File: config.mk
export PLATFORM = sky130hd
export DESIGN_NAME = drrip_victim
export DESIGN_NICKNAME = d
export VERILOG_FILES = /design/src/rtl/core/drrip_pkg.sv /design/src/rtl/core/drrip_victim.sv
export SDC_FILE = /design/constraint.sdc
export NUM_CORES = 1
export LEC_CHECK = 0
export ABC_AREA = 1
export BUFFER_PORTS_ARGS = -buffer_cell sky130_fd_sc_hd__buf_2
export CAP_MARGIN = 20
export CORE_UTILIZATION = 48
export DETAILED_ROUTE_END_ITERATION = 16
export PLACE_DENSITY = 0.95
export SYNTH_ARGS = -nofsm -noshare
export SYNTH_HDL_FRONTEND = slang
export SYNTH_SLANG_ARGS = --single-unit
File: constraint.sdc
create_clock -name vclk -period 6.2
set_input_delay 1.86 -clock vclk [all_inputs]
set_output_delay 1.86 -clock vclk [all_outputs]
set_load 0.05 [all_outputs]
File: src/rtl/core/drrip_pkg.sv
`default_nettype none
// ----------------------------------------------------------------------------
// DRRIP shared package
// Field widths, codes, fixed constants and structs used by the DRRIP
// replacement policy modules.
// ----------------------------------------------------------------------------
package drrip_pkg;

    localparam int CMD_W     = 1;
    localparam int CPU_ID_W  = 2;
    localparam int SET_IDX_W = 10;
    localparam int WAY_IDX_W = 3;
    localparam int VALID_W   = 8;

    localparam logic CMD_VICTIM = 1'b0;
    localparam logic CMD_UPDATE = 1'b1;

    localparam logic [1:0] RRPV_MAX  = 2'd3;
    localparam logic [1:0] RRPV_LONG = 2'd2;
    localparam logic [1:0] RRPV_NEAR = 2'd0;

    localparam int          SEED_W   = 36;
    localparam int          HALF_W   = 18;
    localparam int          CAND_LSB = 16;
    localparam int          CAND_W   = 20;
    localparam logic [30:0] LCG_MUL  = 31'd1103515245;
    localparam logic [13:0] LCG_ADD  = 14'd12345;

    typedef struct packed {
        logic done;
        logic row_we;
        logic tag_we;
    } t_init_ctl;

    typedef struct packed {
        logic       from_invalid;
        logic [2:0] way;
    } t_pick;

endpackage
`default_nettype wire

File: src/rtl/core/drrip_victim.sv
`default_nettype none
// ----------------------------------------------------------------------------
// DRRIP victim selection
// Picks the first invalid way, or ages the set's RRPV row so that its
// largest value reaches the maximum and picks the first way holding it.
// ----------------------------------------------------------------------------
module drrip_victim #(
    parameter int NUM_WAYS = 8
) (
    input  wire logic [2*NUM_WAYS-1:0]              i_row,
    input  wire logic [drrip_pkg::VALID_W-1:0]      i_valid_ways,
    output drrip_pkg::t_pick                        o_pick,
    output logic      [2*NUM_WAYS-1:0]              o_aged_row
);

    logic [31:0] w_vext;
    logic        w_inv;
    logic [2:0]  w_inv_way;
    logic [2:0]  w_age_way;
    logic        w_any3, w_any2, w_any1;
    logic [1:0]  w_top;
    logic [1:0]  w_delta;

    assign w_vext = {{(32-drrip_pkg::VALID_W){1'b1}}, i_valid_ways};

    always_comb begin
        w_inv     = 1'b0;
        w_inv_way = '0;
        w_any3    = 1'b0;
        w_any2    = 1'b0;
        w_any1    = 1'b0;
        for (int w = NUM_WAYS-1; w >= 0; w--) begin
            if (!w_vext[w]) begin
                w_inv     = 1'b1;
                w_inv_way = 3'(w);
            end
        end
        for (int w = 0; w < NUM_WAYS; w++) begin
            w_any3 = w_any3 | (i_row[2*w +: 2] == 2'd3);
            w_any2 = w_any2 | (i_row[2*w +: 2] == 2'd2);
            w_any1 = w_any1 | (i_row[2*w +: 2] == 2'd1);
        end
        w_top     = w_any3 ? 2'd3 : (w_any2 ? 2'd2 : (w_any1 ? 2'd1 : 2'd0));
        w_delta   = drrip_pkg::RRPV_MAX - w_top;
        w_age_way = '0;
        for (int w = NUM_WAYS-1; w >= 0; w--) begin
            if (i_row[2*w +: 2] == w_top) begin
                w_age_way = 3'(w);
            end
        end
        for (int w = 0; w < NUM_WAYS; w++) begin
            o_aged_row[2*w +: 2] = i_row[2*w +: 2] + w_delta;
        end
        o_pick.from_invalid = w_inv;
        o_pick.way          = w_inv ? w_inv_way : w_age_way;
    end

endmodule
`default_nettype wire

# Word-level counts from Yosys, hierarchy flattened
# Index checks and enable logic that the tools add are counted.
[op_classes]
n_addsub = 9
eq_ne = 32
n_bitwise = 21
muxes = 28
[op_table]
columns = ["cell", "count"]
rows = [
  ["2-to-1 mux 3 bit", 17],
  ["equality test 2 bit, second input constant", 16],
  ["bitwise OR 1 bit", 21],
  ["adder 2 bit", 8],
  ["equality test 2 x 1 -> 1 bit, second input constant", 8],
  ["equality test 2 bit", 8],
  ["2-to-1 mux 1 bit", 9],
  ["2-to-1 mux 2 bit", 2],
  ["subtractor 2 bit, first input constant", 1],
]
[word_totals]
ff_bits = 0
out_inout_bits = 20
input_bits = 24
elab_cells = 90

# Depth between registers and ports, before layout
[logic_depth]
word_depth = 21
depth_mapped = 17
mapped_depth_nobuf = 17

# Worst setup path before layout
# No wires, ideal clock.
[synth_path]
kind = "in2out"
startpoint = "input i_row[14]"
endpoint = "output o_pick[1] (netlist bit)"
required_time_ps = 4340
path_buffers = 0
stages = 11
arrival_time_ps = 4379
path_slack_ps = -39
cell_sequence = "inv_1 > or2_2 > o221ai_1 > nor3_1 > o221ai_1 > a31oi_1 > ha_1 > inv_1 > o21ai_0 > a31oi_1 > o21ai_1"
[synth_rtl]
columns = ["item", "line_no", "text"]
rows = [
  ["from (decl)", "drrip_victim.sv:10", "input wire logic [2*NUM_WAYS-1:0] i_row,"],
  ["to (decl)", "drrip_victim.sv:12", "output drrip_pkg::t_pick o_pick,"],
]

==> report_table.html <==
<table>
<tr><th>Metric</th><th>Value</th></tr>
<tr><th colspan="2">Run status</th></tr>
<tr><td>Result of the run</td><td>finished clean</td></tr>
<tr><th colspan="2">Setup path</th></tr>
<tr><td>Crit Path Class</td><td>input pin to primary output</td></tr>
<tr><td>Crit path arrival time</td><td>4.00 ns</td></tr>
<tr><td>Critical Path Source Type</td><td>input pin</td></tr>
<tr><td>Cells along the critical path</td><td>buf_2 &gt; inv_1 &gt; or2_2 &gt; o221ai_1 &gt; nor3_1 &gt; o221ai_1 &gt; a31oi_2 &gt; buf_4 &gt; ha_1 &gt; nand2_1 &gt; nand2_1 &gt; o21bai_1 &gt; o22ai_2 &gt; buf_2</td></tr>
<tr><td>Slowest cell on the critical path</td><td>sky130_fd_sc_hd__a31oi_2</td></tr>
<tr><td>Stage delay of the slowest cell on the critical path</td><td>0.29 ns</td></tr>
<tr><td>Data required time at the worst endpoint</td><td>4.34 ns</td></tr>
<tr><td>CP Max Fanout</td><td>5</td></tr>
<tr><td>Worst Setup End Kind</td><td>primary output</td></tr>
<tr><th colspan="2">Drt</th></tr>
<tr><td>Routed wire per std cell</td><td>10.7 µm</td></tr>
<tr><td>Final antenna-violating net count</td><td>0</td></tr>
<tr><td>Drt total wl</td><td>1820 µm</td></tr>
<tr><td>Initial drt markers</td><td>11</td></tr>
<tr><td>Number of vias after detailed routing</td><td>873</td></tr>
<tr><td>Mean number of vias per cell</td><td>5.14</td></tr>
<tr><td>First-pass detailed-route iteration total</td><td>4</td></tr>
<tr><td>DRC viols</td><td>0</td></tr>
<tr><th colspan="2">Clocking</th></tr>
<tr><td>Number of buffers added for setup after CTS</td><td>0</td></tr>
<tr><td>Quantity of gates resized following cts</td><td>0</td></tr>
<tr><td>Hold buffers post-CTS</td><td>0</td></tr>
<tr><th colspan="2">STA</th></tr>
<tr><td>Highest clock frequency the design can meet</td><td>171 MHz</td></tr>
<tr><td>Final Hold Vio Count</td><td>0</td></tr>
<tr><td>Final period demand of the worst path</td><td>5.86 ns</td></tr>
<tr><td>Total Neg Setup Slack</td><td>0 ns</td></tr>
<tr><td>Final setup violation count</td><td>0</td></tr>
<tr><td>RSZ-0062 raised after global routing</td><td>no</td></tr>
<tr><td>Final Max Slew Viols</td><td>0</td></tr>
<tr><td>Smallest setup slack after layout</td><td>0.337 ns</td></tr>
<tr><td>Worst-Margin Slew</td><td>0.310 ns</td></tr>
<tr><td>Relative slew slack</td><td>79.3%</td></tr>
<tr><td>Final worst-path cycle share</td><td>94.6%</td></tr>
<tr><th colspan="2">GRT</th></tr>
<tr><td>Via count of the first global-routing pass</td><td>731</td></tr>
<tr><td>Initial antenna violation count</td><td>0</td></tr>
<tr><td>Total congestion overflow after global routing</td><td>0</td></tr>
<tr><td>Global-route wire length before repair</td><td>2810 µm</td></tr>
<tr><td>Global router's overall resource usage</td><td>26.0%</td></tr>
<tr><td>Maximum number of pins on one net before global-route repair</td><td>11</td></tr>
<tr><th colspan="2">Final layout</th></tr>
<tr><td>Number of fillers in the final layout</td><td>99</td></tr>
<tr><td>Area taken by flip-flops and latches</td><td>0 µm²</td></tr>
<tr><td>Most frequent cells in the layout</td><td>sky130_fd_sc_hd__buf_2, sky130_fd_sc_hd__nand2_1, sky130_fd_sc_hd__inv_1</td></tr>
<tr><td>Most common cell after layout, fill and taps aside</td><td>sky130_fd_sc_hd__buf_2</td></tr>
<tr><td>Clk_buf instances</td><td>0</td></tr>
<tr><td>Sequential cells</td><td>0</td></tr>
<tr><td>Final-stage net count</td><td>190</td></tr>
<tr><td>Share of final-layout standard cells stronger than drive strength 1</td><td>36.5%</td></tr>
<tr><td>Signed area change from the synthesized netlist to the final layout</td><td>39.1%</td></tr>
<tr><td>Antenna diode count</td><td>0</td></tr>
<tr><th colspan="2">Worst hold path</th></tr>
<tr><td>Hold_sp</td><td>i_valid_ways[0]</td></tr>
<tr><td>Type of the worst min-delay path</td><td>input pin to primary output</td></tr>
<tr><td>Hold path cells</td><td>4</td></tr>
<tr><td>End of the worst hold path</td><td>o_pick[0]</td></tr>
<tr><th colspan="2">Synth</th></tr>
<tr><td>Parity-gate share of the synthesized area counting xor and xnor cells</td><td>11.1%</td></tr>
<tr><td>Fraction of post-synthesis cell area in the top cell type by area</td><td>23.7%</td></tr>
<tr><td>Cell types occupying the most area after synthesis</td><td>sky130_fd_sc_hd__nand2_1, sky130_fd_sc_hd__ha_1, sky130_fd_sc_hd__inv_1</td></tr>
<tr><td>Cell variety after synth</td><td>25</td></tr>
<tr><td>Synthesis Warnings</td><td>0</td></tr>
<tr><td>Post-synthesis share of cell area spent on and, or, nand and nor gates</td><td>48.0%</td></tr>
<tr><td>Combinational family with the most area after synthesis</td><td>simple AND/OR/NAND/NOR gates</td></tr>
<tr><td>Syn_area_per_cell</td><td>5.65 µm²</td></tr>
<tr><td>Cell count after synthesis</td><td>112</td></tr>
<tr><td>Synthesized netlist net count</td><td>144</td></tr>
<tr><td>Adder-cell share of the synthesized area</td><td>15.8%</td></tr>
<tr><td>Register area share after synthesis</td><td>0%</td></tr>
<tr><td>Synth Area in Compound Gates</td><td>15.6%</td></tr>
<tr><td>Yosys top cell by area</td><td>sky130_fd_sc_hd__nand2_1</td></tr>
<tr><td>Mux contribution to synthesized area</td><td>0%</td></tr>
<tr><td>Cell area after technology mapping</td><td>633 µm²</td></tr>
<tr><th colspan="2">Place</th></tr>
<tr><td>Final Wtd Congestion</td><td>0.826</td></tr>
<tr><td>Port Buffer Count</td><td>44</td></tr>
<tr><td>Detailed-placement wirelength estimate</td><td>1640 µm</td></tr>
<tr><td>Post-Place Worst Slack</td><td>0.218 ns</td></tr>
<tr><th colspan="2">Die</th></tr>
<tr><td>Die outline area</td><td>0.00147 mm²</td></tr>
<tr><td>Number of I/O pins</td><td>44</td></tr>
<tr><td>Width of the chip</td><td>38.3 µm</td></tr>
<tr><td>Standard-cell rows</td><td>12</td></tr>
<tr><td>Initial Utilization</td><td>54.1%</td></tr>
<tr><td>Area inside the core boundary</td><td>0.00117 mm²</td></tr>
<tr><td>Die Ht</td><td>38.3 µm</td></tr>
<tr><th colspan="2">Power and ir drop</th></tr>
<tr><td>Leak</td><td>0.572 nW</td></tr>
<tr><td>Worst IR drop on VDD</td><td>0.0933 mV</td></tr>
<tr><td>Power per cell area</td><td>119 mW/mm²</td></tr>
<tr><th colspan="2">Run</th></tr>
<tr><td>Max-Cap Viols</td><td>0</td></tr>
</table>
## Yosys cell counts (2+ instances only)
master	count
sky130_fd_sc_hd__inv_1	14
sky130_fd_sc_hd__nor2_1	8
sky130_fd_sc_hd__nand3_1	3
sky130_fd_sc_hd__o21ai_0	4
sky130_fd_sc_hd__xnor2_1	4
sky130_fd_sc_hd__nand2_2	3
sky130_fd_sc_hd__nand4_1	2
sky130_fd_sc_hd__o221ai_1	2
sky130_fd_sc_hd__a31oi_1	2
sky130_fd_sc_hd__xor2_1	4
sky130_fd_sc_hd__nand2_1	40
sky130_fd_sc_hd__or2_1	3
sky130_fd_sc_hd__ha_1	8
sky130_fd_sc_hd__nor2_2	3
sky130_fd_sc_hd__o21ai_1	2
## final cells by class
cell class         count  area, µm²  share of cell area (%)
inverters             14       52.6                    5.97
repair buffers        45        228                    25.9
well taps             14       17.5                    1.99
multi-input cells     97        583                    66.2
## worst max-delay path: cells and delay by family
family                   cells  cell delay [ns]
adder cells (fa/ha/maj)      1             0.24
buffers and inverters        4             0.63
AO/OA/AOI/OAI                5             0.80
AND/OR/NAND/NOR              4             0.46
## kinds of logic after synthesis
kind of cell,count (synthesis)
xor gates and xnor gates,8
and+or+nand+nor,66
buffers and inverters,15
adders and majority gates,8
AOI/OAI and AO/OA,15
## per-stage QoR
step | utilization (%) | cells | instance area [µm²] | hold slack (ns) | power, mW
3_5_place_dp | 74.7 | 170 | 875 | 4.14 | 0.104
4_1_cts | 74.7 | 170 | 875 | 4.14 | 0.104
5_1_grt | 75.2 | 170 | 881 | 4.16 | 0.112
6_report | 75.2 | 170 | 881 | 4.15 | 0.105
3_3_place_gp | 74.7 | 170 | 875 | 4.13 | 0.102
2_1_floorplan | - | 112 | 637 | 3.96 | 0.0778
## how the worst max path moves through the flow
stage	start	endpoint	slack (ns)	cells after the start
after floorplan	i_row[14]	o_pick[1]	0.21	11
after global routing	i_row[14]	o_pick[0]	0.11	18
after global placement	i_row[14]	o_pick[1]	0.34	13
final	i_row[14]	o_pick[2]	0.34	14
after detailed placement	i_row[14]	o_pick[1]	0.22	13
after CTS	i_row[14]	o_pick[2]	0.18	14
## power breakdown
part           internal, mW  switching (mW)
Combinational        0.0299          0.0747
Clock                     0               0
Sequential                0               0
## layer usage
metal / GRT usage, % / up-vias / share of wire (%)
met5: 0 / - / 0
met4: 1.79 / 0 / 0
met3: 2.91 / 0 / 6.3
met2: 53.4 / 33 / 53
met1: 28.5 / 387 / 40
li1: - / 453 / -
No activity file was read; power rests on OpenSTA's default activity.
