===== src/rtl/core/drrip_pkg.sv =====
`default_nettype none
// ----------------------------------------------------------------------------
// DRRIP shared package
// Field widths, codes, fixed constants and structs used by the DRRIP
// replacement policy modules.
// ----------------------------------------------------------------------------
package drrip_pkg;

    localparam int CMD_W     = 1;
    localparam int CPU_ID_W  = 2;
    localparam int SET_IDX_W = 10;
    localparam int WAY_IDX_W = 3;
    localparam int VALID_W   = 8;

    localparam logic CMD_VICTIM = 1'b0;
    localparam logic CMD_UPDATE = 1'b1;

    localparam logic [1:0] RRPV_MAX  = 2'd3;
    localparam logic [1:0] RRPV_LONG = 2'd2;
    localparam logic [1:0] RRPV_NEAR = 2'd0;

    localparam int          SEED_W   = 36;
    localparam int          HALF_W   = 18;
    localparam int          CAND_LSB = 16;
    localparam int          CAND_W   = 20;
    localparam logic [30:0] LCG_MUL  = 31'd1103515245;
    localparam logic [13:0] LCG_ADD  = 14'd12345;

    typedef struct packed {
        logic done;
        logic row_we;
        logic tag_we;
    } t_init_ctl;

    typedef struct packed {
        logic       from_invalid;
        logic [2:0] way;
    } t_pick;

endpackage
`default_nettype wire


===== src/rtl/core/drrip_init.sv =====
`default_nettype none
// ----------------------------------------------------------------------------
// DRRIP reset sequencer
// Clears both memories one row per cycle, then picks the leader sets with a
// 36-bit LCG, skipping sets that are already taken.
// ----------------------------------------------------------------------------
module drrip_init #(
    parameter int NUM_SETS             = 1024,
    parameter int NUM_CORES            = 4,
    parameter int DUEL_SETS_PER_POLICY = 32
) (
    input  wire logic                           i_clk,
    input  wire logic                           i_rst_n,
    input  wire logic [$clog2(2*NUM_CORES+1)-1:0] i_tag_rdata,
    output drrip_pkg::t_init_ctl                o_ctl,
    output logic [$clog2(NUM_SETS)-1:0]         o_addr,
    output logic [$clog2(2*NUM_CORES+1)-1:0]    o_tag
);

    localparam int SET_W   = $clog2(NUM_SETS);
    localparam int TAG_W   = $clog2(2*NUM_CORES+1);
    localparam int WANT    = (NUM_CORES*2*DUEL_SETS_PER_POLICY > NUM_SETS) ?
                             NUM_SETS : NUM_CORES*2*DUEL_SETS_PER_POLICY;
    localparam int GOT_W   = $clog2(WANT+1);
    localparam int PC_W    = (DUEL_SETS_PER_POLICY > 1) ? $clog2(DUEL_SETS_PER_POLICY) : 1;
    localparam int CORE_W  = (NUM_CORES > 1) ? $clog2(NUM_CORES) : 1;
    localparam int SEED_W  = drrip_pkg::SEED_W;
    localparam int HALF_W  = drrip_pkg::HALF_W;
    localparam int CAND_W  = drrip_pkg::CAND_W;
    localparam int RECIP_W = CAND_W + 1;
    localparam int QSH     = CAND_W + SET_W;

    // The quotient of a candidate by NUM_SETS is its product with this
    // reciprocal, shifted right by QSH; it is exact for every candidate value.
    localparam longint unsigned RECIP_L = ((64'd1 << QSH) / NUM_SETS) + 1;
    localparam logic [RECIP_W-1:0] RECIP = RECIP_W'(RECIP_L);

    typedef enum logic [8:0] {
        S_CLEAR  = 9'b0_0000_0001,
        S_MUL_LO = 9'b0_0000_0010,
        S_MUL_HI = 9'b0_0000_0100,
        S_ADD    = 9'b0_0000_1000,
        S_QUO    = 9'b0_0001_0000,
        S_REM    = 9'b0_0010_0000,
        S_READ   = 9'b0_0100_0000,
        S_CHECK  = 9'b0_1000_0000,
        S_DONE   = 9'b1_0000_0000
    } t_init_state;

    t_init_state         r_state, n_state;
    logic [SET_W-1:0]    r_cnt, n_cnt;
    logic [SEED_W-1:0]   r_seed, n_seed;
    logic [SEED_W-1:0]   r_prod_lo, n_prod_lo;
    logic [HALF_W-1:0]   r_prod_hi, n_prod_hi;
    logic [CAND_W-1:0]   r_div, n_div;
    logic [CAND_W-1:0]   r_quo, n_quo;
    logic [SET_W-1:0]    r_rem, n_rem;
    logic [GOT_W-1:0]    r_got, n_got;
    logic [PC_W-1:0]     r_pcnt, n_pcnt;
    logic                r_pol, n_pol;
    logic [CORE_W-1:0]   r_core, n_core;

    logic [48:0]               w_plo;
    logic [35:0]               w_phi;
    logic [SEED_W-1:0]         w_seed_new;
    logic [CAND_W+RECIP_W-1:0] w_qprod;
    logic [CAND_W-1:0]         w_qd;
    logic [CAND_W-1:0]         w_rem_full;
    logic                      w_free;

    assign w_plo      = r_seed[HALF_W-1:0] * drrip_pkg::LCG_MUL;
    assign w_phi      = r_seed[SEED_W-1:HALF_W] * drrip_pkg::LCG_MUL[HALF_W-1:0];
    assign w_seed_new = r_prod_lo + {r_prod_hi, {HALF_W{1'b0}}}
                        + SEED_W'(drrip_pkg::LCG_ADD);
    assign w_qprod    = r_div * RECIP;
    assign w_qd       = CAND_W'(r_quo * CAND_W'(NUM_SETS));
    assign w_rem_full = r_div - w_qd;
    assign w_free     = (i_tag_rdata == '0);

    always_comb begin
        n_state   = r_state;
        n_cnt     = r_cnt;
        n_seed    = r_seed;
        n_prod_lo = r_prod_lo;
        n_prod_hi = r_prod_hi;
        n_div     = r_div;
        n_quo     = r_quo;
        n_rem     = r_rem;
        n_got     = r_got;
        n_pcnt    = r_pcnt;
        n_pol     = r_pol;
        n_core    = r_core;
        case (r_state)
            S_CLEAR: begin
                n_cnt = r_cnt + 1'b1;
                if (r_cnt == SET_W'(NUM_SETS-1)) begin
                    n_state = S_MUL_LO;
                end
            end
            S_MUL_LO: begin
                n_prod_lo = w_plo[SEED_W-1:0];
                n_state   = S_MUL_HI;
            end
            S_MUL_HI: begin
                n_prod_hi = w_phi[HALF_W-1:0];
                n_state   = S_ADD;
            end
            S_ADD: begin
                n_seed  = w_seed_new;
                n_div   = w_seed_new[drrip_pkg::CAND_LSB +: CAND_W];
                n_state = S_QUO;
            end
            S_QUO: begin
                n_quo   = CAND_W'(w_qprod >> QSH);
                n_state = S_REM;
            end
            S_REM: begin
                n_rem   = w_rem_full[SET_W-1:0];
                n_state = S_READ;
            end
            S_READ: begin
                n_state = S_CHECK;
            end
            S_CHECK: begin
                n_state = S_MUL_LO;
                if (w_free) begin
                    n_got = r_got + 1'b1;
                    if (r_pcnt == PC_W'(DUEL_SETS_PER_POLICY-1)) begin
                        n_pcnt = '0;
                        n_pol  = ~r_pol;
                        if (r_pol) begin
                            n_core = r_core + 1'b1;
                        end
                    end else begin
                        n_pcnt = r_pcnt + 1'b1;
                    end
                    if (r_got == GOT_W'(WANT-1)) begin
                        n_state = S_DONE;
                    end
                end
            end
            S_DONE: begin
                n_state = S_DONE;
            end
            default: begin
                n_state = S_CLEAR;
            end
        endcase
    end

    always_ff @(posedge i_clk) begin
        if (!i_rst_n) begin
            r_state <= S_CLEAR;
            r_cnt   <= '0;
            r_seed  <= SEED_W'(1);
            r_rem   <= '0;
            r_got   <= '0;
            r_pcnt  <= '0;
            r_pol   <= 1'b0;
            r_core  <= '0;
        end else begin
            r_state <= n_state;
            r_cnt   <= n_cnt;
            r_seed  <= n_seed;
            r_rem   <= n_rem;
            r_got   <= n_got;
            r_pcnt  <= n_pcnt;
            r_pol   <= n_pol;
            r_core  <= n_core;
        end
    end

    always_ff @(posedge i_clk) begin
        r_prod_lo <= n_prod_lo;
        r_prod_hi <= n_prod_hi;
        r_div     <= n_div;
        r_quo     <= n_quo;
    end

    always_comb begin
        o_ctl.done   = (r_state == S_DONE);
        o_ctl.row_we = (r_state == S_CLEAR);
        o_ctl.tag_we = (r_state == S_CLEAR) || ((r_state == S_CHECK) && w_free);
        o_addr       = (r_state == S_CLEAR) ? r_cnt : r_rem;
        o_tag        = (r_state == S_CLEAR) ? '0 :
                       TAG_W'(1 + 2*int'(r_core) + int'(r_pol));
    end

endmodule
`default_nettype wire


===== config.mk =====
export PLATFORM = sky130hd
export DESIGN_NAME = drrip_init
export DESIGN_NICKNAME = d
export VERILOG_FILES = /design/src/rtl/core/drrip_pkg.sv /design/src/rtl/core/drrip_init.sv
export SDC_FILE = /design/constraint.sdc
export NUM_CORES = 1
export LEC_CHECK = 0
export ABC_AREA = 1
export BUFFER_PORTS_ARGS = -buffer_cell sky130_fd_sc_hd__buf_2
export CORE_MARGIN = 1.5
export CORE_UTILIZATION = 45
export DETAILED_ROUTE_END_ITERATION = 10
export PLACE_DENSITY = 0.72
export SETUP_SLACK_MARGIN = 0.5
export SYNTH_ARGS = -nofsm -noshare
export SYNTH_HDL_FRONTEND = slang
export SYNTH_SLANG_ARGS = --single-unit

===== constraint.sdc =====
create_clock -name i_clk -period 4.65 [get_ports i_clk]
set_input_delay 0.93 -clock i_clk [delete_from_list [all_inputs] [get_ports i_clk]]
set_output_delay 0.93 -clock i_clk [all_outputs]
set_load 0.005 [all_outputs]

After elaboration in Yosys (flattened, before gate mapping)
Cells that the tools add are included.
{"block": "totals", "regBits": 156, "out_inout_bits": 17, "wordCells": 49}
{"block": "classes", "add_sub_neg": 9, "multipliers": 2, "n_eq_ne": 13, "mux": 7, "bitwise": 1, "reduce_logical": 6}
{"cell": "one-hot mux 9 bit (9 select lines)", "n": 1}
{"cell": "adder 36 x 14 -> 36 bit, second input constant", "n": 1}
{"cell": "adder 36 bit", "n": 1}
{"cell": "multiplier 18 x 31 -> 36 bit, second input constant", "n": 1}
{"cell": "two-way mux 9 bit", "n": 3}
{"cell": "equality test 9 x 8 -> 1 bit, second input constant", "n": 2}
{"cell": "multiplier 18 x 18 -> 18 bit, second input constant", "n": 1}
{"cell": "adder 10 x 1 -> 10 bit, second input constant", "n": 1}
{"cell": "equality test 10 bit, second input constant", "n": 1}
{"cell": "two-way mux 10 bit", "n": 1}
{"cell": "subtractor 10 x 1 -> 10 bit, second input constant", "n": 1}
{"cell": "adder 9 x 1 -> 9 bit, second input constant", "n": 1}
{"cell": "equality test 9 x 1 -> 1 bit, second input constant", "n": 1}
{"cell": "equality test 9 x 2 -> 1 bit, second input constant", "n": 1}
{"cell": "equality test 9 x 3 -> 1 bit, second input constant", "n": 1}
{"cell": "equality test 9 x 4 -> 1 bit, second input constant", "n": 1}
{"cell": "equality test 9 x 5 -> 1 bit, second input constant", "n": 1}
{"cell": "equality test 9 x 6 -> 1 bit, second input constant", "n": 1}
{"cell": "equality test 9 x 7 -> 1 bit, second input constant", "n": 1}
{"cell": "equality test 9 bit, second input constant", "n": 1}
{"cell": "adder 5 x 1 -> 5 bit, second input constant", "n": 1}
{"cell": "equality test 5 bit, second input constant", "n": 1}
{"cell": "two-way mux 5 bit", "n": 1}
{"cell": "adder 1 x 3 -> 4 bit, first input constant", "n": 1}
{"cell": "other kinds (11)", "n": 11}

Logic depth before layout (Yosys ltp)
Gate-level depths: netlist of the first run.
{"block": "depth", "ltp_word": 4, "depth_mapped": 23}

Least setup slack after synthesis of the first run
No wires, ideal clock.
{"block": "synth_path", "path_type": "reg2reg", "startpoint": "register r_seed[7]", "endpoint": "register r_prod_lo[20] (data pin)", "t_arrival_ns": 4.659, "required_ns": 4.391, "path_slack_ns": -0.268, "stages_incl_launch_ff": 19, "synth_period_minus_slack_ns": 4.918, "cell_sequence": "dfxtp_1 -> inv_1 -> ha_1 -> fa_1 -> inv_1 -> fa_1 -> inv_1 -> fa_1 -> inv_1 -> fa_1 -> inv_1 -> fa_1 -> inv_1 -> ha_1 -> a21oi_1 -> o21ai_0 -> a21oi_1 -> nand2_1 -> xor2_1"}
{"block": "synth_between", "elab_chain_cells": 1}
{"element": "from (decl)", "line_no": "drrip_init.sv:52", "text": "logic [SEED_W-1:0] r_seed, n_seed;"}
{"element": "from (signal assigned)", "line_no": "drrip_init.sv:164", "text": "r_seed <= n_seed;"}
{"element": "multiplier 18 x 31 -> 36 bit", "line_no": "drrip_init.sv:71", "text": "assign w_plo = r_seed[HALF_W-1:0] * drrip_pkg::LCG_MUL;"}
{"element": "net w_plo[20]", "line_no": "drrip_init.sv:63", "text": "logic [48:0] w_plo;"}
{"element": "to (signal assigned)", "line_no": "drrip_init.sv:174", "text": "r_prod_lo <= n_prod_lo;"}
{"element": "to (decl)", "line_no": "drrip_init.sv:53", "text": "logic [SEED_W-1:0] r_prod_lo, n_prod_lo;"}
The timed path passes the listed nets, and every way through them passes these cells.
A chain may end at the register's enable or synchronous reset.

Worst setup path in the final report of the first run
{"block": "layout_path", "startpoint": "register r_seed[7]", "endpoint": "register r_prod_lo[25] (data pin)"}
The elaborated chain is that of the path after synthesis.

==> impl_results.md, run 1 <==
- Die Area: between 20000 and 30000 um^2
- Hold Path Class: register to register
- Outcome: finished with violations
- Layout area overhead: 21.5%
- Critical path capture point type: register
- CP arrival: ~5.0 ns
- Most common cell after layout, fill and taps aside: inv_1
- Final Skew: 0.0198 ns
- Die width: 165 um
- Main area contributors after synthesis: fa_1 (19%), ha_1 (15%), dfxtp_1 (12%)
- Worst-path maximum fanout: 4
- Clock Path Buffers: 2
- RSZ-0062 raised after global routing: yes
- Die Y: 165 um
- Post-DP HPWL: between 20 and 25 mm
- Clock-pin slew on the worst setup and hold paths: ~0.07 ns
- DR vias: 9922
- Commonest cells after routing, fill and taps aside: inv_1 (338), nand2_1 (243), nor2_1 (134)
- I/O Pins: 23
- First-pass GRT wire length: 48.3 mm
- Antenna-violating nets left: 0
- Final hold slack: 0.466 ns
- Root buffer cell: clkbuf_16
- Clock Latency Late Sink: ~0.43 ns
- Final setup TNS: -1.34 ns
- Initial antenna violation count: 0
- Register area share after synthesis: 0.233
- Hold Vio Cnt, Final: 0
- Final WL: 30.5 mm
- Average routed wire per standard cell: between 15 and 20 um
- Gr usage total: 0.231
- Rows: 59
- Synthesis-stage register bit count: 116
- Worst setup margin: -0.213 ns
- Drt drc: 0
- Layout cells sized above 1: 0.208
- Synth cell types: 43
- Initial DRT Pass Iterations: 5
- GR Overflow Total: 0
- MaxCap Viol Count: 0
- Crit Path Category: register to register
- FFs w/ async S/R, synth: 0
- Tmin final: around 4.9 ns
- Failing checks: negative setup slack
- Cells after synthesis: 1503
- Max Clock Freq: 206 MHz
- Vias/cell: ~5.0
- CTS tree: built
- Period utilization: 1.05
- Initial Util: 0.456
- Leakage power: 7.34 nW
- Rel. slew slack: 0.460
- Top cell type's share of synthesized area: 0.189
- Post-synth top area cell: fa_1
- Port Buffers: 22
- Core Area: 26000 um^2
- Worst slack, placed: -0.311 ns
- DRT iter0 DRCs: 760
- CTS hold repair buffers: 0
- GPL Wtd Cong: 0.963
- TritonCTS Buffers: 17
- Top FF cell, synth: dfxtp_1
- Final setup violation count: 11
- WP data required: 4.83 ns
- Largest net degree at the start of global routing: 38
- Total power: 2.34 mW
- Synth Area per Inst: 7.89 um^2
- Peak VDD IR: 269 uV
- Fin. max-slew vios: 0
- Yosys warning count: 0
- Worst slew pin tran: 0.807 ns
- Mapped cell area: 11900 um^2
- CP startpoint kind: register
- Ant diodes: 0
- PD cells: approximately 160 nW/um^2
- Post-synth EDFFs: 44
- Sink Count: 116
- Syn nets: 1765
- Nets: 1887
- H-tree levels: 4
- Vias in the first global route: 9717
## per-stage QoR
stage          cells   util  cell area (um^2)
2_1_floorplan   1503      -             12100
3_3_place_gp    1928  0.509             13200
3_5_place_dp    1928  0.509             13200
4_1_cts         1968  0.542             14100
5_1_grt         1973  0.554             14400
6_report        1973  0.554             14400
## synthesized netlist by cell type, types with 2 or more instances
cell type  instances
inv_2              4
o21ai_1            5
nand2_1          273
clkbuf_1           6
a21oi_1           59
nor2_1           146
ha_1             144
nor2_2             5
buf_2              6
nand2_4            2
fa_1             112
a211oi_1           2
edfxtp_1          44
buf_4              3
nand3b_1           3
o211ai_1           2
xor2_1            32
dfxtp_1           72
a31oi_1            3
nand3_1           69
nand3_2            3
o21bai_1           4
xnor2_1           18
or2_0              2
nor3_1            21
o21ai_0           52
o21ai_2            2
nor2_4             5
buf_6              4
nand4_1           14
nand2_2            3
inv_1            372
## sequential cells by signal, indices dropped and copies added, names as in the netlist
| register | flops |
|---|---|
| r_seed | 26 |
| r_state | 9 |
| r_prod_hi | 8 |
| r_rem | 10 |
| r_prod_lo | 26 |
| r_pol | 1 |
| r_cnt | 10 |
| r_core | 2 |
| r_got | 9 |
| r_pcnt | 5 |
| r_div | 10 |
## final cells by class
type / count / area, um^2
inverters: 378 / 1430
clock inverters: 15 / 121
clock buffers: 17 / 425
flip-flops and latches: 116 / 2800
fillers: 2280 / 11600
repair buffers: 122 / 898
well taps: 335 / 419
multi-input cells: 990 / 8310
## worst max-delay path: stages, from the launching register on
cell and delay (ns):
dfxtp_4 0.37, fa_1 0.56, inv_2 0.05, fa_2 0.54, fa_1 0.42, inv_2 0.07, fa_2 0.44, fa_1 0.51
inv_2 0.04, fa_1 0.49, inv_2 0.05, ha_4 0.28, nand2_4 0.06, nor2_4 0.14, inv_2 0.07, nor3_4 0.13
nand3_2 0.10, nand3_4 0.11, inv_1 0.05, nand3_1 0.06, nand2_1 0.07
## worst paths after layout
path / end / slack [ns] / depth (start not counted) / from
max: r_prod_lo[25] / -0.21 / 20 / r_seed[7]
min: r_got[7] / 0.47 / 2 / r_got[7]
max reg2reg: r_prod_lo[25] / -0.21 / 20 / r_seed[7]
min reg2reg: r_got[7] / 0.47 / 2 / r_got[7]
## power by group
| group | internal [mW] | total, mW | switching, mW |
|---|---|---|---|
| combinational | 0.0129 | 0.0407 | 0.0278 |
| clock | 0.695 | 1.25 | 0.554 |
| sequential | 1.05 | 1.05 | 0.00301 |
## cell families (layout without fill, tap and decap cells)
| kind of cell | after synthesis | after routing | share of synthesized area |
|---|---|---|---|
| AOI/OAI and AO/OA | 132 | 132 | 0.0591 |
| xor gates and xnor gates | 50 | 50 | 0.0370 |
| adders and majority gates | 256 | 256 | 0.341 |
| buffers and inverters | 397 | 532 | 0.130 |
| DFF | 116 | 116 | 0.233 |
| and+or+nand+nor | 552 | 552 | 0.200 |
## layer usage
layer / part of all wire / track usage
met1: 0.45 / 0.304
met2: 0.48 / 0.393
met3: 0.046 / 0.0352
met4: 0.025 / 0.0651
met5: 0 / 0
## timing repair
item,CTS,global route
hold endpoints to repair,0,0
pin swaps,54,40
setup buffers,8,5
endpoints found under the setup margin,16,16
resized for setup,77,74
(Power assumes the default switching activity.)
==> run 2: changes to the inputs <==
- TNS_END_PERCENT: default -> 20
==> run 2 against run 1 <==
  * Critical path type unchanged
  * Count of clock-buffer cells in the layout increased by 1
  * Sequential power about the same
  * Sequential cell count unchanged
  * Clock skew decreased by 0.0074 ns
  * Cell count about the same
  * Critical path depth decreased by 4
  * Non-clock buffer count decreased by 1
  * Highest routed layer unchanged
  * Sequential share of layout area increased by 0.16 points
  * Combinational power increased by 4%
  * Utilization decreased by 0.43 points
  * The run still ends with negative setup slack left
==> impl_results.md, run 2 (synthesized netlist as in run 1, its figures left out) <==
- Outcome: finished with violations
- Failing checks: negative setup slack
- Non-Filler Instances: 1972 (-0.051%)
- Crit-path cells: buf_4, fa_1, ha_1, inv_1, fa_1, fa_1, fa_1, fa_1, inv_1, ha_1, nand2_1, o21ai_0, a21oi_2, nand3_2, nand3_1, nand2_1
- Grt met3 use: 0.0447 (+0.00949)
- Crit Path Category: register to register
- MaxCap Viol Count: 0 (unchanged)
- Initial Util: 0.456 (unchanged)
- GR Util met1: 0.305 (+0.000519)
- R2R Path End: r_prod_lo[25]
- Max Clock Freq: 207 MHz (+0.60%)
- Hold depth: 2 (unchanged)
- TritonCTS Buffers: 17 (unchanged)
- CP max stage cell: fa_1
- Max incr delay on CP: 0.59 ns (+0.03 ns)
- Clock Latency Late Sink: 0.43 ns (about the same)
- Commonest cells after routing, fill and taps aside: inv_1 (354), nand2_1 (255), nor2_1 (136)
- Hold Crit Start: r_div[8]
- Hold EP: r_rem[8]
- GR Overflow Total: 0 (unchanged)
- GPL Wtd Cong: 0.971 (+0.89%)
- Worst path most repeated cell: fa_1
- Average routed wire per standard cell: 15.1 um (-2.4%)
- Largest net degree at the start of global routing: 51 (+34%)
- DR vias: 9794 (-1.3%)
- Worst setup margin: -0.184 ns (+0.0292 ns)
- CP arrival: 5.02 ns (-0.02 ns)
- Peak VDD IR: 291 uV (+8.1%)
- Tmin final: 4.83 ns (-0.0292 ns)
- Largest registers: r_prod_lo (26), r_seed (26)
- R2R Path Start: r_seed[12]
- Peak-usage layer in the global routing report: met2
- Sink Count: 116 (unchanged)
- Die width: 165 um (unchanged)
- Worst slack, placed: -0.283 ns (+0.0283 ns)
- Met2 global-route usage: 0.390 (-0.00304)
- Die Area: 27300 um^2 (unchanged)
- Reg2reg path depth: 16 (-20%)
- Die Y: 165 um (unchanged)
- Fin. max-slew vios: 0 (unchanged)
- WP data required: 4.83 ns (about the same)
- CP startpoint kind: register
- Layout area overhead: 20.6%
- Worst path depth: 16 (-20%)
- DRT iter0 DRCs: 692 (-8.9%)
- I/O Pins: 23 (unchanged)
- Final WL: 29.8 mm (-2.4%)
- Root buffer cell: clkbuf_16
- Leakage power: 7.35 nW (about the same)
- Post-DP HPWL: 23.8 mm (-0.54%)
- Delay-heaviest family, CP: adder cells
- Bufs and invs on worst path: 3 (-3)
- Most common cell after layout, fill and taps aside: inv_1
- Initial antenna violation count: 0 (unchanged)
- R2R Setup Slk: -0.18 ns (+0.03 ns)
- Ant diodes: 0 (unchanged)
- CTS tree: built
- H-tree levels: 4 (unchanged)
- Period utilization: 1.04 (-0.00628)
- Vias/cell: 4.97 (-1.2%)
- Final Skew: 0.0124 ns (-0.00737 ns)
- Cell total after placement: 1933 (+0.26%)
- Vias in the first global route: 9762 (+0.46%)
- RSZ-0062 raised after global routing: yes
- Nets: 1886 (-0.053%)
- Core Area: 26000 um^2 (unchanged)
- Clock Path Buffers: 2 (unchanged)
- Worst slew pin tran: 0.836 ns (+0.0291 ns)
- Hold Path Class: register to register
- Layout cells sized above 1: 0.186 (-0.0225)
- PD cells: 177 nW/um^2 (+8.8%)
- Final setup violation count: 9 (-2)
- Antenna-violating nets left: 0 (unchanged)
- Clock-pin slew on the worst setup and hold paths: 0.06 ns (about the same)
- Initial DRT Pass Iterations: 5 (unchanged)
- Filler Cell Count: 2306 (+1.1%)
- Critical path capture point type: register
- Port Buffers: 22 (unchanged)
- First-pass GRT wire length: 48.6 mm (+0.67%)
- Rel. slew slack: 0.441 (-0.0195)
- Gr usage total: 0.233 (+0.00210)
- Worst-path maximum fanout: 6 (+2)
- Rows: 59 (unchanged)
- Drt drc: 0 (unchanged)
- Hold Vio Cnt, Final: 0 (unchanged)
==> run 2: timing repair <==
action,CTS,global route
hold buffers,0,0
pin swaps,56,30
gates resized for setup,84,30
endpoints found under the setup margin,16,17
setup buffers,3,4
==> run 2: tightest hold or removal path: stages (launching register included) <==
cell	delay [ns]
edfxtp_1	0.32
nor2_1	0.05
nor2_1	0.08
==> run 2: how the worst max path moves through the flow <==
stage,startpoint,to,slack [ns]
floorplan,r_seed[7],r_prod_lo[25],0.05
global placement,r_seed[13],r_prod_lo[24],-0.26
detailed placement,r_seed[13],r_prod_lo[24],-0.28
CTS,r_seed[16],r_prod_lo[24],-0.14
global route,r_seed[6],r_prod_lo[24],-0.35
finish,r_seed[12],r_prod_lo[25],-0.18
==> run 2: where the power goes <==
group / total, mW / switching [mW] / internal [mW]
Combinational: 0.0423 / 0.0287 / 0.0136
Sequential: 1.05 / 0.00312 / 1.04
Clock: 1.43 / 0.542 / 0.892
Total: 2.52 / 0.574 / 1.95
==> run 2: per-layer routing <==
layer | part of all wire | wire length [um]
met4 | 0.026 | 787
met3 | 0.055 | 1640
met5 | 0 | 0
met2 | 0.48 | 14300
met1 | 0.44 | 13100
==> run 2: area by class of cell <==
cell class                      count  area [um^2]  share of cell area
Timing Repair Buffer              121          861              0.0602
Clock buffer                       18          450              0.0315
Tap cell                          335          419              0.0293
Inverter                          378         1420              0.0996
Multi-Input combinational cell    990         8150               0.570
Sequential cell                   116         2800               0.196
Clock inverter                     14          188              0.0131
==> run 2: stage by stage <==
stage                     utilization  hold WS, ns  TNS [ns]  total power, mW  instance area [um^2]
after floorplan                     -        0.443         0             1.10                 12000
after global placement          0.505        0.453     -1.90             1.11                 13100
after detailed placement        0.505        0.463     -2.48             1.11                 13100
after CTS                       0.543        0.481    -0.821             2.55                 14100
after global routing            0.550        0.496     -3.00             2.60                 14300
final                           0.550        0.478    -0.992             2.52                 14300
==> run 3: changes to the inputs <==
- ABC_AREA: 1 -> default
- CTS_BUF_LIST: default -> sky130_fd_sc_hd__clkbuf_8
==> run 3 against run 2 <==
  * The run still ends with negative setup slack left
  * Global-route usage down 1.7 points
  * Synthesized cell count down 27%
  * Register-to-register slack worse by 0.20 ns
  * Area after synthesis down 11%
  * Highest routed layer unchanged
==> impl_results.md, run 3 <==
- Most common cell after layout, fill and taps aside: inv_1
- Sink Count: 116 (unchanged)
- Final WL: 24.4 mm (-18%)
- Power share of the combinational group: 0.030 (+0.013)
- Worst path most repeated cell: fa_1
- Initial Util: 0.462 (+0.00629)
- Top FF cell, synth: dfxtp_1
- Core Area: 22800 um^2 (-12%)
- Final setup violation count: 10 (+1)
- Die Area: 24400 um^2 (-11%)
- Antenna-violating nets left: 0 (unchanged)
- Outcome: finished with violations
- CTS tree: built
- Net Sw Power: 571 uW (-0.55%)
- Crit Path Category: register to register
- TritonCTS Buffers: 17 (unchanged)
- Fin area: 12800 um^2 (-10%)
- Hold Path Class: register to register
- Clock share of power: 0.478 (-0.090)
- Post-place instance area: 12000 um^2 (-8.4%)
- Int Pwr: 1.58 mW (-19%)
- Layout cells sized above 1: 0.225 (+0.0390)
- DRT iter0 DRCs: 408 (-41%)
- Worst slew pin tran: 0.999 ns (+0.163 ns)
- Top cell type's share of synthesized area: 0.212 (+0.0231)
- Hold depth: 2 (unchanged)
- Nets: 1504 (-20%)
- Non-Filler Instances: 1568 (-20%)
- First-pass GRT wire length: 40.7 mm (-16%)
- Most common cell in the netlist: inv_1
- Leakage power: 6.15 nW (-16%)
- GPL Wtd Cong: 0.895 (-7.9%)
- Critical path capture point type: register
- I/O Pins: 23 (unchanged)
- Initial antenna violation count: 0 (unchanged)
- Final Skew: 0.0207 ns (+0.00831 ns)
- FFs w/ async S/R, synth: 0 (unchanged)
- Synth Area per Inst: 9.64 um^2 (+22%)
- Rel. slew slack: 0.334 (-0.107)
- Register area share after synthesis: 0.262 (+0.0284)
- Initial DRT Pass Iterations: 4 (-1)
- Synthesis-stage register bit count: 116 (unchanged)
- CTS hold repair buffers: 0 (unchanged)
- Port Buffers: 22 (unchanged)
- Worst setup margin: -0.387 ns (-0.203 ns)
- Main area contributors after synthesis: fa_1 (21%), ha_1 (17%), dfxtp_1 (14%)
- Post-synth top cells: inv_1 (236), ha_1 (144), fa_1 (112), nand2_1 (91), dfxtp_1 (72)
- Tmin final: 5.04 ns (+0.203 ns)
- CP max stage cell: fa_1
- Clock Path Buffers: 2 (unchanged)
- DR vias: 7803 (-20%)
- Syn nets: 1358 (-23%)
- Worst slack, placed: -0.441 ns (-0.159 ns)
- Mapped cell area: 10600 um^2 (-11%)
- Drt drc: 0 (unchanged)
- Switching Share: 0.266 (+0.0385)
- Crit-path cells: ha_4, inv_4, fa_1, inv_1, fa_1, inv_2, fa_1, inv_1, fa_1, inv_2, fa_1, inv_2, ha_4, and3_4, o21ai_2, o21bai_4, a21oi_2, o211ai_1, o21a_1, nor4_2
- Rows: 55 (-6.8%)
- Worst-path maximum fanout: 4 (-2)
- Layout area overhead: 21.5%
- WP data required: 4.94 ns (+0.11 ns)
- Largest registers: r_prod_lo (26), r_seed (26)
- Root buffer cell: clkbuf_8
- Fin. max-slew vios: 0 (unchanged)
- Sequential Power Share: 0.492 (+0.077)
- Worst path depth: 20 (+4)
- Peak VDD IR: 111 uV (-62%)
- Synth cell types: 53 (+23%)
- Failing checks: negative setup slack
- PD cells: 167 nW/um^2 (-5.3%)
- Cell total after placement: 1521 (-21%)
- Max Clock Freq: 199 MHz (-4.0%)
- Total power: 2.15 mW (-15%)
- CP arrival: 5.33 ns (+0.31 ns)
- Post-DP HPWL: 19.9 mm (-17%)
- Vias in the first global route: 8219 (-16%)
- Vias/cell: 4.98 (+0.20%)
- Clock Latency Late Sink: 0.48 ns (+0.05 ns)
- CP startpoint kind: register
- Delay-heaviest family, CP: adder cells
- Average routed wire per standard cell: 15.5 um (+3.0%)
- Period utilization: 1.08 (+0.0436)
- Bufs and invs on worst path: 6 (+3)
- Die width: 156 um (-5.5%)
- Reg2reg path depth: 20 (+4)
- Yosys warning count: 0 (unchanged)
- Gr usage total: 0.216 (-0.0174)
- Commonest cells after routing, fill and taps aside: inv_1 (214), buf_4 (119), ha_1 (118)
- MaxCap Viol Count: 0 (unchanged)
- H-tree levels: 4 (unchanged)
- Post-synth top area cell: fa_1
- Cells after synthesis: 1096 (-27%)
- RSZ-0062 raised after global routing: yes
- Die Y: 156 um (-5.5%)
- GR Overflow Total: 0 (unchanged)
- Max incr delay on CP: 0.53 ns (-0.06 ns)
- Largest net degree at the start of global routing: 36 (-29%)
- Ant diodes: 0 (unchanged)
- Clock-pin slew on the worst setup and hold paths: 0.09 ns (+0.03 ns)
- Hold Vio Cnt, Final: 0 (unchanged)
- Post-synth EDFFs: 44 (unchanged)
run 3: cell types whose count changed after synthesis, moves of 6 or more:
cell,previous run,this run
nand2_1,273,91
a211oi_1,2,13
a21oi_1,59,50
mux2i_1,0,12
nand2b_1,0,6
o21ai_0,52,21
nor2_1,146,69
nand3_1,69,14
xnor2_1,18,53
nand4_1,14,5
inv_1,372,236
nor4_1,0,6
a21o_1,1,7
and3_1,1,11
run 3: routing by layer:
metal  vias up  GRT usage  part of all wire  routed length (um)
li1       3817          -                 -                   -
met1      3829      0.272              0.45               11000
met2       116      0.378              0.49               12000
met3        41     0.0379             0.027                 661
met4         0     0.0630             0.029                 697
met5         -          0                 0                   0
run 3: layout make-up:
class,count,area [um^2]
flip-flops and latches,116,2800
clock buffers,17,234
well taps,313,392
clock inverters,15,188
fillers,1946,10000
inverters,237,897
repair buffers,145,1050
multi-input cells,725,7270
run 3: worst min-delay path: stages, from the launching register on:
cell and delay, ns:
dfxtp_1 0.32, nand2_1 0.05, a21oi_1 0.05
run 3: metrics by stage:
stage	util	hold WS (ns)	setup TNS, ns
4_1_cts	0.549	0.474	-1.94
6_report	0.562	0.472	-2.09
3_5_place_dp	0.526	0.463	-2.54
5_1_grt	0.562	0.504	-4.14
3_3_place_gp	0.526	0.448	-1.97
2_1_floorplan	-	0.436	-0.385
run 3: path summary, 6_finish.rpt:
| kind | from | to | slack (ns) |
|---|---|---|---|
| setup reg to reg | r_seed[3] | r_prod_lo[25] | -0.39 |
| hold / removal | r_pcnt[4] | r_pcnt[4] | 0.47 |
| hold reg to reg | r_pcnt[4] | r_pcnt[4] | 0.47 |
| setup / recovery | r_seed[3] | r_prod_lo[25] | -0.39 |
run 3: cells by family after synthesis:
family	Yosys count	share of synthesized area
flip-flops	116	0.262
XOR/XNOR	83	0.0688
multiplexers	12	0.0114
AND/OR/NAND/NOR	252	0.113
adder cells (fa/ha/maj)	256	0.383
AO/OA/AOI/OAI	122	0.0719
buffers and inverters	255	0.0910
run 3: repair_timing:
item / in CTS / in global routing
cloned: 0 / 0
resized for setup: 22 / 46
pin swaps: 28 / 35
setup endpoints to repair: 16 / 16
buffers inserted: 5 / 10
run 3: power groups by stage:
stage	clock (mW)	combinational, mW	sequential, mW
after global placement	0	0.0637	1.08
after global routing	1.08	0.0743	1.06
after detailed placement	0	0.0654	1.08
final	1.03	0.0650	1.06
after floorplan	0	0.0447	1.08
after CTS	1.04	0.0659	1.06
